--- src/rtl/xdfd_pkg.sv ---
`timescale 1ns / 1ps
// ----------------------------------------------------------------------------
// xdfd_pkg
// Types and codes shared by the XOR-delta frame decoder.
// ----------------------------------------------------------------------------
package xdfd_pkg;

	localparam int CountBits = 14;
	localparam int OutOffBits = 16;

	typedef enum logic [6:0] {
		PH_CMD       = 7'b0000001,
		PH_SFILL_CNT = 7'b0000010,
		PH_SFILL_VAL = 7'b0000100,
		PH_LITERAL   = 7'b0001000,
		PH_WORD_LO   = 7'b0010000,
		PH_WORD_HI   = 7'b0100000,
		PH_LFILL_VAL = 7'b1000000
	} phase_t;

	typedef enum logic [1:0] {
		OP_XOR_BYTE = 2'd0,
		OP_XOR_FILL = 2'd1,
		OP_END      = 2'd2
	} op_kind_t;

	typedef struct packed {
		phase_t               phase;
		logic [CountBits-1:0] remaining;
		logic [7:0]           word_lo;
	} parse_state_t;

	typedef struct packed {
		op_kind_t              op_kind;
		logic [OutOffBits-1:0] dest_offset;
		logic [CountBits-1:0]  run_length;
		logic [7:0]            xor_value;
		logic [OutOffBits-1:0] decoded_length;
	} result_t;

endpackage

--- src/rtl/xor_delta_frame_decoder_top.sv ---
`timescale 1ns / 1ps
// ----------------------------------------------------------------------------
// xor_delta_frame_decoder_top
// Byte-serial XOR-delta frame decoder producing XOR commands.
// ----------------------------------------------------------------------------
// Input channel: one encoded byte per word on src_byte (in_valid/in_ready).
// Output channel: one command word (out_valid/out_ready) carrying op_kind,
// dest_offset, run_length, xor_value and decoded_length. A byte yields zero
// or one command: literal bytes give single-byte XORs, fills give one run,
// a zero command word gives the end-of-frame word with the final offset.
// Skips and zero-length runs give nothing.
// A command appears in the cycle after its last byte is accepted.
// Throughput: one byte per cycle; the parser state is updated in the same
// cycle the byte is taken, and the single output register is the only stage.
// A new byte is taken whenever the output register is empty or being read,
// so a stalled receiver holds the command and stops input only then.
// Reset clears the parser to expect a command byte, zeroes the offset and
// empties the output register.
// ----------------------------------------------------------------------------
module xor_delta_frame_decoder_top #(
	parameter int OFFSET_BITS = 16
) (
	input  logic        clk,
	input  logic        arst_n,
	input  logic        in_valid,
	output logic        in_ready,
	input  logic [7:0]  src_byte,
	output logic        out_valid,
	input  logic        out_ready,
	output logic [1:0]  op_kind,
	output logic [15:0] dest_offset,
	output logic [13:0] run_length,
	output logic [7:0]  xor_value,
	output logic [15:0] decoded_length
);

	xdfd_pkg::parse_state_t state_q, state_nxt;
	logic [OFFSET_BITS-1:0] offset_q, offset_nxt;
	logic                   emit;
	xdfd_pkg::result_t      res, res_q;
	logic                   out_valid_q;
	logic                   take;

	assign in_ready = !out_valid_q || out_ready;
	assign take     = in_valid && in_ready;

	xdfd_step #(
		.OFFSET_BITS(OFFSET_BITS)
	) u_step (
		.cur        (state_q),
		.offset     (offset_q),
		.src_byte   (src_byte),
		.nxt        (state_nxt),
		.offset_nxt (offset_nxt),
		.emit       (emit),
		.res        (res)
	);

	always_ff @(posedge clk or negedge arst_n) begin
		if (!arst_n) begin
			state_q.phase     <= xdfd_pkg::PH_CMD;
			state_q.remaining <= '0;
			state_q.word_lo   <= '0;
			offset_q          <= '0;
			out_valid_q       <= 1'b0;
		end else begin
			if (take) begin
				state_q  <= state_nxt;
				offset_q <= offset_nxt;
			end
			if (in_ready) begin
				out_valid_q <= take && emit;
			end
		end
	end

	always_ff @(posedge clk) begin
		if (take && emit) begin
			res_q <= res;
		end
	end

	assign out_valid      = out_valid_q;
	assign op_kind        = res_q.op_kind;
	assign dest_offset    = res_q.dest_offset;
	assign run_length     = res_q.run_length;
	assign xor_value      = res_q.xor_value;
	assign decoded_length = res_q.decoded_length;

`ifndef SYNTHESIS
	a_end_fields: assert property (@(posedge clk) disable iff (!arst_n)
		out_valid_q && res_q.op_kind == xdfd_pkg::OP_END
		|-> res_q.dest_offset == '0 && res_q.run_length == '0 && res_q.xor_value == '0)
		else $error("end word carries non-zero command fields");

	a_byte_len: assert property (@(posedge clk) disable iff (!arst_n)
		out_valid_q && res_q.op_kind == xdfd_pkg::OP_XOR_BYTE
		|-> res_q.run_length == 14'd1 && res_q.decoded_length == '0)
		else $error("single-byte XOR with bad length fields");

	a_fill_len: assert property (@(posedge clk) disable iff (!arst_n)
		out_valid_q && res_q.op_kind == xdfd_pkg::OP_XOR_FILL
		|-> res_q.run_length != '0 && res_q.decoded_length == '0)
		else $error("zero-length fill emitted");

	a_end_clears: assert property (@(posedge clk) disable iff (!arst_n)
		take && emit && res.op_kind == xdfd_pkg::OP_END |=> offset_q == '0)
		else $error("offset not cleared after end of frame");

	a_lit_count: assert property (@(posedge clk) disable iff (!arst_n)
		state_q.phase == xdfd_pkg::PH_LITERAL |-> state_q.remaining != '0)
		else $error("literal phase with no bytes left");
`endif

endmodule

--- src/rtl/xdfd_step.sv ---
`timescale 1ns / 1ps
// ----------------------------------------------------------------------------
// xdfd_step
// Next-state and command decode for one encoded byte.
// ----------------------------------------------------------------------------
module xdfd_step #(
	parameter int OFFSET_BITS = 16
) (
	input  xdfd_pkg::parse_state_t  cur,
	input  logic [OFFSET_BITS-1:0]  offset,
	input  logic [7:0]              src_byte,
	output xdfd_pkg::parse_state_t  nxt,
	output logic [OFFSET_BITS-1:0]  offset_nxt,
	output logic                    emit,
	output xdfd_pkg::result_t       res
);

	localparam int PadShort = OFFSET_BITS - 7;
	localparam int PadSkip  = OFFSET_BITS - 15;
	localparam int PadCount = OFFSET_BITS - xdfd_pkg::CountBits;

	logic [15:0]                      word;
	logic [xdfd_pkg::CountBits-1:0]   lit_left;
	logic [OFFSET_BITS-1:0]           rem_ext;

	assign word     = {src_byte, cur.word_lo};
	assign lit_left = cur.remaining - xdfd_pkg::CountBits'(1);
	assign rem_ext  = {{PadCount{1'b0}}, cur.remaining};

	always_comb begin
		nxt        = cur;
		offset_nxt = offset;
		emit       = 1'b0;
		res        = '0;
		res.op_kind = xdfd_pkg::OP_XOR_BYTE;
		case (cur.phase)
			xdfd_pkg::PH_SFILL_CNT: begin
				nxt.remaining = {6'd0, src_byte};
				nxt.phase     = xdfd_pkg::PH_SFILL_VAL;
			end
			xdfd_pkg::PH_SFILL_VAL, xdfd_pkg::PH_LFILL_VAL: begin
				nxt.phase = xdfd_pkg::PH_CMD;
				if (cur.remaining != '0) begin
					emit            = 1'b1;
					res.op_kind     = xdfd_pkg::OP_XOR_FILL;
					res.dest_offset = offset[15:0];
					res.run_length  = cur.remaining;
					res.xor_value   = src_byte;
					offset_nxt      = offset + rem_ext;
					nxt.remaining   = '0;
				end
			end
			xdfd_pkg::PH_LITERAL: begin
				emit            = 1'b1;
				res.op_kind     = xdfd_pkg::OP_XOR_BYTE;
				res.dest_offset = offset[15:0];
				res.run_length  = xdfd_pkg::CountBits'(1);
				res.xor_value   = src_byte;
				offset_nxt      = offset + OFFSET_BITS'(1);
				nxt.remaining   = lit_left;
				if (lit_left == '0) begin
					nxt.phase = xdfd_pkg::PH_CMD;
				end
			end
			xdfd_pkg::PH_WORD_LO: begin
				nxt.word_lo = src_byte;
				nxt.phase   = xdfd_pkg::PH_WORD_HI;
			end
			xdfd_pkg::PH_WORD_HI: begin
				nxt.word_lo = '0;
				nxt.phase   = xdfd_pkg::PH_CMD;
				if (word == 16'd0) begin
					emit               = 1'b1;
					res.op_kind        = xdfd_pkg::OP_END;
					res.decoded_length = offset[15:0];
					offset_nxt         = '0;
				end else if (!word[15]) begin
					offset_nxt = offset + {{PadSkip{1'b0}}, word[14:0]};
				end else if (!word[14]) begin
					nxt.remaining = word[13:0];
					if (word[13:0] != '0) begin
						nxt.phase = xdfd_pkg::PH_LITERAL;
					end
				end else begin
					nxt.remaining = word[13:0];
					nxt.phase     = xdfd_pkg::PH_LFILL_VAL;
				end
			end
			default: begin
				// command byte
				nxt.phase = xdfd_pkg::PH_CMD;
				if (!src_byte[7]) begin
					if (src_byte[6:0] == '0) begin
						nxt.phase = xdfd_pkg::PH_SFILL_CNT;
					end else begin
						nxt.remaining = {7'd0, src_byte[6:0]};
						nxt.phase     = xdfd_pkg::PH_LITERAL;
					end
				end else if (src_byte[6:0] == '0) begin
					nxt.phase = xdfd_pkg::PH_WORD_LO;
				end else begin
					offset_nxt = offset + {{PadShort{1'b0}}, src_byte[6:0]};
				end
			end
		endcase
	end

endmodule
--- config.mk ---
export PLATFORM = sky130hd
export DESIGN_NAME = xor_delta_frame_decoder_top
export DESIGN_NICKNAME = d
export VERILOG_FILES = /design/src/rtl/xdfd_pkg.sv /design/src/rtl/xor_delta_frame_decoder_top.sv /design/src/rtl/xdfd_step.sv
export SDC_FILE = /design/constraint.sdc
export NUM_CORES = 1
export LEC_CHECK = 0
export BUFFER_PORTS_ARGS = -buffer_cell sky130_fd_sc_hd__clkbuf_2
export CORE_MARGIN = 4
export CORE_UTILIZATION = 60
export CTS_BUF_LIST = sky130_fd_sc_hd__clkbuf_16
export DETAILED_ROUTE_END_ITERATION = 8
export PLACE_DENSITY = 0.81
export SYNTH_ARGS = -nofsm -noshare
export SYNTH_HDL_FRONTEND = slang
export SYNTH_SLANG_ARGS = --single-unit
--- constraint.sdc ---
create_clock -name clk -period 5.63 [get_ports clk]
set_input_delay 0.2815 -clock clk [delete_from_list [all_inputs] [get_ports clk]]
set_output_delay 0.2815 -clock clk [all_outputs]
set_load 0.02 [all_outputs]
# [Yosys cells after proc, flatten, opt, wreduce, memory -nomap -nowiden]
# Index checks and enable logic that the tools add are counted.
[word_totals] reg_bits=102 latch_bits=0 ram_bits=0 romBits=0 out_inout_bits=58 elab_cells=76 mem_count=0
[classes] add_sub_neg=5 mul=0 div_mod_pow=0 magnitude_cmp=0 eq_ne=14 n_shift=0 n_mux=27 bitwise=2 n_reduce_logical=18
[op_table] cell="2-to-1 mux 16 bit" n=5
[op_table] cell="one-hot mux 38 bit (2 select lines)" n=1
[op_table] cell="one-hot mux 14 bit (5 select lines)" n=1
[op_table] cell="one-hot mux 16 bit (4 select lines)" n=1
[op_table] cell="2-to-1 mux 21 bit" n=3
[op_table] cell="2-to-1 mux 14 bit" n=3
[op_table] cell="2-to-1 mux 39 bit" n=1
[op_table] cell="one-hot mux 7 bit (5 select lines)" n=1
[op_table] cell="nonzero test 14 bit" n=2
[op_table] cell="adder 16 x 1 -> 16 bit (second input constant)" n=1
[op_table] cell="adder 16 x 14 -> 16 bit" n=1
[op_table] cell="adder 16 x 15 -> 16 bit" n=1
[op_table] cell="adder 16 x 7 -> 16 bit" n=1
[op_table] cell="logical NOT 16 bit" n=1
[op_table] cell="one-hot mux 8 bit (2 select lines)" n=1
[op_table] cell="logical NOT 14 bit" n=1
[op_table] cell="2-to-1 mux 7 bit" n=2
[op_table] cell="subtractor 14 x 1 -> 14 bit (second input constant)" n=1
[op_table] cell="2-to-1 mux 4 bit" n=2
[op_table] cell="== test 7 x 2 -> 1 bit (second input constant)" n=1
[op_table] cell="== test 7 x 3 -> 1 bit (second input constant)" n=1
[op_table] cell="== test 7 x 4 -> 1 bit (second input constant)" n=1
[op_table] cell="== test 7 x 5 -> 1 bit (second input constant)" n=1
[op_table] cell="== test 7 x 6 -> 1 bit (second input constant)" n=1
[op_table] cell="other kinds (23)" n=31

# [Logic depth before layout (Yosys ltp)]
[depth] depth_word=6 mapped_depth=17 depth_no_buf=15

# [Cells and area by module]
# A second synthesis with hierarchy kept.
[hier_totals] cells_unflattened=770 hier_area_um2=7659.8
[by_module_without_submodules] mod="xdfd_step" instances=1 cells_per_inst=614 area_per_inst_um2=4085.2 seq_area_each_um2=0.0
[by_module_without_submodules] mod="xor_delta_frame_decoder_top" instances=1 cells_per_inst=156 area_per_inst_um2=3574.7 seq_area_each_um2=2834.0

# [Worst setup path before layout]
# OpenSTA, ideal clock, no wires.
[synth_path] kind="register -> register" start="register state_q[23] (netlist name)" end="register res_q, in the netlist decoded_length[0] (enable)" setup_time_ps=488 arrival_ps=4606 t_required_ps=5142 setup_slack_ps=535 stages_incl_launch_ff=9 n_path_buf=3 synth_period_minus_slack_ps=5095 path_cell_list="dfrtp_1 > buf_2 > or3_4 > nor4_1 > buf_2 > a21boi_4 > nor2_2 > buf_2 > a21oi_1"
[synth_between] elab_chain_cells=4 word_cells_on_any_way=7
[synth_rtl] item="from (decl)" line_no="xor_delta_frame_decoder_top.sv:37" source="xdfd_pkg::parse_state_t state_q, state_nxt;"
[synth_rtl] item="from (signal assigned)" line_no="xor_delta_frame_decoder_top.sv:68" source="state_q <= state_nxt;"
[synth_rtl] item="== test 7 x 3 -> 1 bit or == test 7 bit (tied branches)" line_no="xdfd_step.sv:36" source="case (cur.phase)"
[synth_rtl] item="OR reduction 2 bit" line_no="xdfd_step.sv:36"
[synth_rtl] item="one-hot mux 1 bit (3 select lines) *" line_no="xdfd_step.sv:36"
[synth_rtl] item="logical AND 1 bit *" line_no="xor_delta_frame_decoder_top.sv:78" source="if (take && emit) begin"
[synth_rtl] item="to (signal assigned)" line_no="xor_delta_frame_decoder_top.sv:79" source="res_q <= res;"
[synth_rtl] item="to (decl)" line_no="xor_delta_frame_decoder_top.sv:40" source="xdfd_pkg::result_t res, res_q;"
# Mark *: on every way between the ends. The rest lies on a longest branch, timed or not.
# A chain may end at the register's enable or synchronous reset.

# [Final worst setup path]
[layout_path] start="register state_q[27] (netlist name)" end="register offset_q[12]"
[layout_between] elab_chain_cells=4 word_cells_on_any_way=15
[layout_rtl] item="== test 7 x 3 -> 1 bit (tied with other cells)" line_no="xdfd_step.sv:36"
[layout_rtl] item="OR reduction 2 bit, on equally long branches"
[layout_rtl] item="inequality test 4 bit (no line) (tied with other cells)"
[layout_rtl] item="AND reduction 6 bit (no line)"
[layout_rtl] item="to (signal assigned)" line_no="xor_delta_frame_decoder_top.sv:69" source="offset_q <= offset_nxt;"
[layout_rtl] item="to (decl)" line_no="xor_delta_frame_decoder_top.sv:38" source="logic [OFFSET_BITS-1:0] offset_q, offset_nxt;"
# Several ways; a longest one is shown, not always the timed one.

==> flow_metrics.py <==
metrics = {
    "yosys": {
        "syn_area_um2": 6450,
        "synth.most_common_cell": "nand2_1",
        "netlist.area_leader.share_pct": 26.1,
        "ys_seq_elements": 102,
        "synthTopCellsByCount": "nand2_1, edfxtp_1, o21ai_0",
        "synth.area.top_cells": "edfxtp_1, dfrtp_1, ha_1, o21ai_0, nand2_1",
        "yosysTopAreaCell": "edfxtp_1",
        "synth_cell_types": 76,
        "syn_avg_cell_area_um2": 9.63,
        "synth_enable_flop_cells": 56,
        "ys_async_sr_fraction_pct": 45.1,
        "yosysSeqAreaShare_pct": 43.9,
        "synth_top_flop_cell": "edfxtp_1",
        "yosysWarnings": 0,
        "syn_inst": 670,
        "synth_nets": 715,
    },
    "timing": {
        "rsz0062_at_grt": "false",
        "finalSetupViolCount": 0,
        "post-route-period-util_pct": 76.4,
        "fin_crit_ns": 4.30,
        "finClkSkew_ns": 0.00989,
        "maxSlewHeadroom_pct": 18.2,
        "hold_viol_final": 0,
        "tns_ns": 0,
        "drv_slew": 0,
        "max_freq_mhz": 232,
        "tightest_slew_ns": 1.22,
    },
    "power": {
        "p_leak_nw": 3.08,
        "power.density_nw_per_um2": 448,
        "peakVddDrop_uv": 260,
    },
    "status": {
        "violations": "design-rule violations",
        "status": "finished, violations left",
    },
    "cells_and_area": {
        "n_antenna_cell": 0,
        "synthToLayoutAreaGrowth_pct": 11.8,
        "drive_gt1_share_pct": 16.1,
        "nets": 767,
        "fin_util_pct": 69.3,
        "nFillCells": 797,
        "finish.instance_area_um2": 7220,
    },
    "drt": {
        "ant_nets": 0,
        "vias_per_cell": 6.36,
        "drc": 2,
        "drtIter0Drc": 618,
        "wl_per_cell_um": 20.1,
        "via_count": 5489,
        "detail_route.first_pass.iterations": 8,
        "wirelength_um": 17300,
    },
    "grt": {
        "grtUsageTotal_pct": 28.3,
        "overflow": 0,
        "first_global_vias": 5045,
        "grt_max_degree": 47,
        "grt_pass1_wl_um": 27800,
        "antenna_found_initial": 0,
    },
    "clock_tree": {
        "clockBufferDepth": 2,
        "cts_sinks": 102,
        "clock_latency_ns": 0.35,
        "htreeDepth": 3,
        "postCtsHoldBufs": 0,
        "cts_buffers": 9,
        "cts_root_buf": "clkbuf_16",
        "cts_resized": 0,
        "cts_tree": "yes",
        "path_clk_slew_ns": 0.07,
        "postCtsSetupRepairBufs": 0,
    },
    "setup_path": {
        "required_ns": 5.85,
        "crit_arrival_ns": 4.52,
        "cp_max_fo": 17,
        "critPathKind": "register to register",
        "r2r.worst_path.cells": 12,
        "cp-end-kind": "register",
        "cp-start-kind": "register",
    },
    "floorplanning": {
        "rows": 37,
        "die_h_um": 112,
        "start_util_pct": 62.0,
        "coreArea_um2": 10400,
        "dieArea_um2": 12500,
        "ios": 70,
        "die-width_um": 112,
    },
    "placed_design": {
        "hpwl_um": 12600,
        "placed_cell_area_um2": 6870,
        "port_buffers": 69,
        "gp_congestion": 0.947,
    },
    "min_path": {
        "hold_path_class": "primary input to async pin",
    },
    "flow_run": {
        "maxCapViolations": 0,
    },
}
layout by cell type, fill, tap and decap left out, drive strengths merged, types with 4 or more instances in the layout:
master,synthesis,layout
a211oi,6,6
a21o,17,17
a21oi,40,40
a221oi,6,6
a22oi,13,13
a31oi,6,6
and2,35,35
and3,5,5
buf,17,5
clkbuf,16,78
dfrtp,45,45
edfxtp,56,56
ha,31,31
inv,24,26
nand2,58,58
nand2b,8,8
nand3,25,25
nand3b,6,6
nand4,4,4
nor2,49,49
nor2b,23,23
nor3,18,18
nor4,9,9
o21a,8,8
o21ai,55,55
o311ai,4,4
xnor2,14,14
xor2,16,16
cells by family after synthesis:
kind of cell / synth area share (%)
multiplexers: 0.310
buffers and inverters: 3.78
flip-flops: 43.9
XOR/XNOR: 4.07
AO/OA/AOI/OAI: 20.1
AND/OR/NAND/NOR: 21.2
adder cells (fa/ha/maj): 6.63
per-stage QoR:
stage | setup WS (ns) | std cells | hold WS (ns) | power, mW
after detailed placement | 1.39 | 847 | 0.421 | 2.48
after floorplan | 0.535 | 670 | -0.0141 | 2.12
after global routing | 0.983 | 863 | 0.0745 | 3.42
after global placement | 1.51 | 847 | 0.414 | 2.44
final | 1.33 | 863 | 0.0173 | 3.23
after CTS | 1.36 | 863 | 0.0476 | 3.20
final timing paths:
path	slack, ns	end	start
worst max-delay path	1.33	offset_q[12]$_DFFE_PN0P_	state_q[27]$_DFFE_PN0P_
worst min-delay path	0.02	offset_q[15]$_DFFE_PN0P_	arst_n
worst max register to register	1.33	offset_q[12]$_DFFE_PN0P_	state_q[27]$_DFFE_PN0P_
worst min register to register	0.54	state_q[22]$_DFFE_PN1P_	state_q[22]$_DFFE_PN1P_
max in group asynchronous	5.17	state_q[14]$_DFFE_PN0P_	arst_n
min in group clk	0.20	out_valid$_DFFE_PN0N_	in_valid
power breakdown:
part,leakage (nW),internal [mW],switching [mW]
Combinational,1.81,0.517,0.850
Sequential,1.11,0.955,0.193
Clock,0.164,0.436,0.281
Total,3.08,1.91,1.32
critical path: stages (launching register included):
cell and delay, ns:
dfrtp_1 0.51, or3_4 0.48, or4_1 0.80, nand2_1 0.16, o21ai_0 0.15, fa_1 0.47, a21oi_1 0.21, nor2_1 0.11
or4b_2 0.64, a31oi_1 0.23, xnor2_1 0.10, a221oi_1 0.25, a21oi_1 0.07
flip-flops by register name, indices dropped and copies added, names as in the netlist:
name,flops
xor_value,8
offset_q,16
out_valid,1
decoded_length,16
op_kind,2
state_q,29
dest_offset,16
run_length,14
final cells by class:
cell class                      count  area [um^2]  share of cell area (%)
Clock buffer                        9          225                    3.12
Clock inverter                      7          119                    1.65
Inverter                           24         90.1                    1.25
Multi-Input combinational cell    511         3390                    47.0
Sequential cell                   102         2830                    39.3
Tap cell                          136          170                    2.36
Timing Repair Buffer               74          383                    5.31
per-layer routing:
metal | share of wire (%) | routed length, um | vias to the layer above | track usage [%]
met4 | 3.6 | 618 | 0 | 10.5
met5 | 0 | 0 | - | 0
met3 | 9.6 | 1660 | 44 | 6.20
met2 | 43 | 7500 | 292 | 39.9
met1 | 44 | 7570 | 2594 | 42.6
li1 | - | - | 2559 | -
Note: power is estimated with default switching activity, not from simulation.
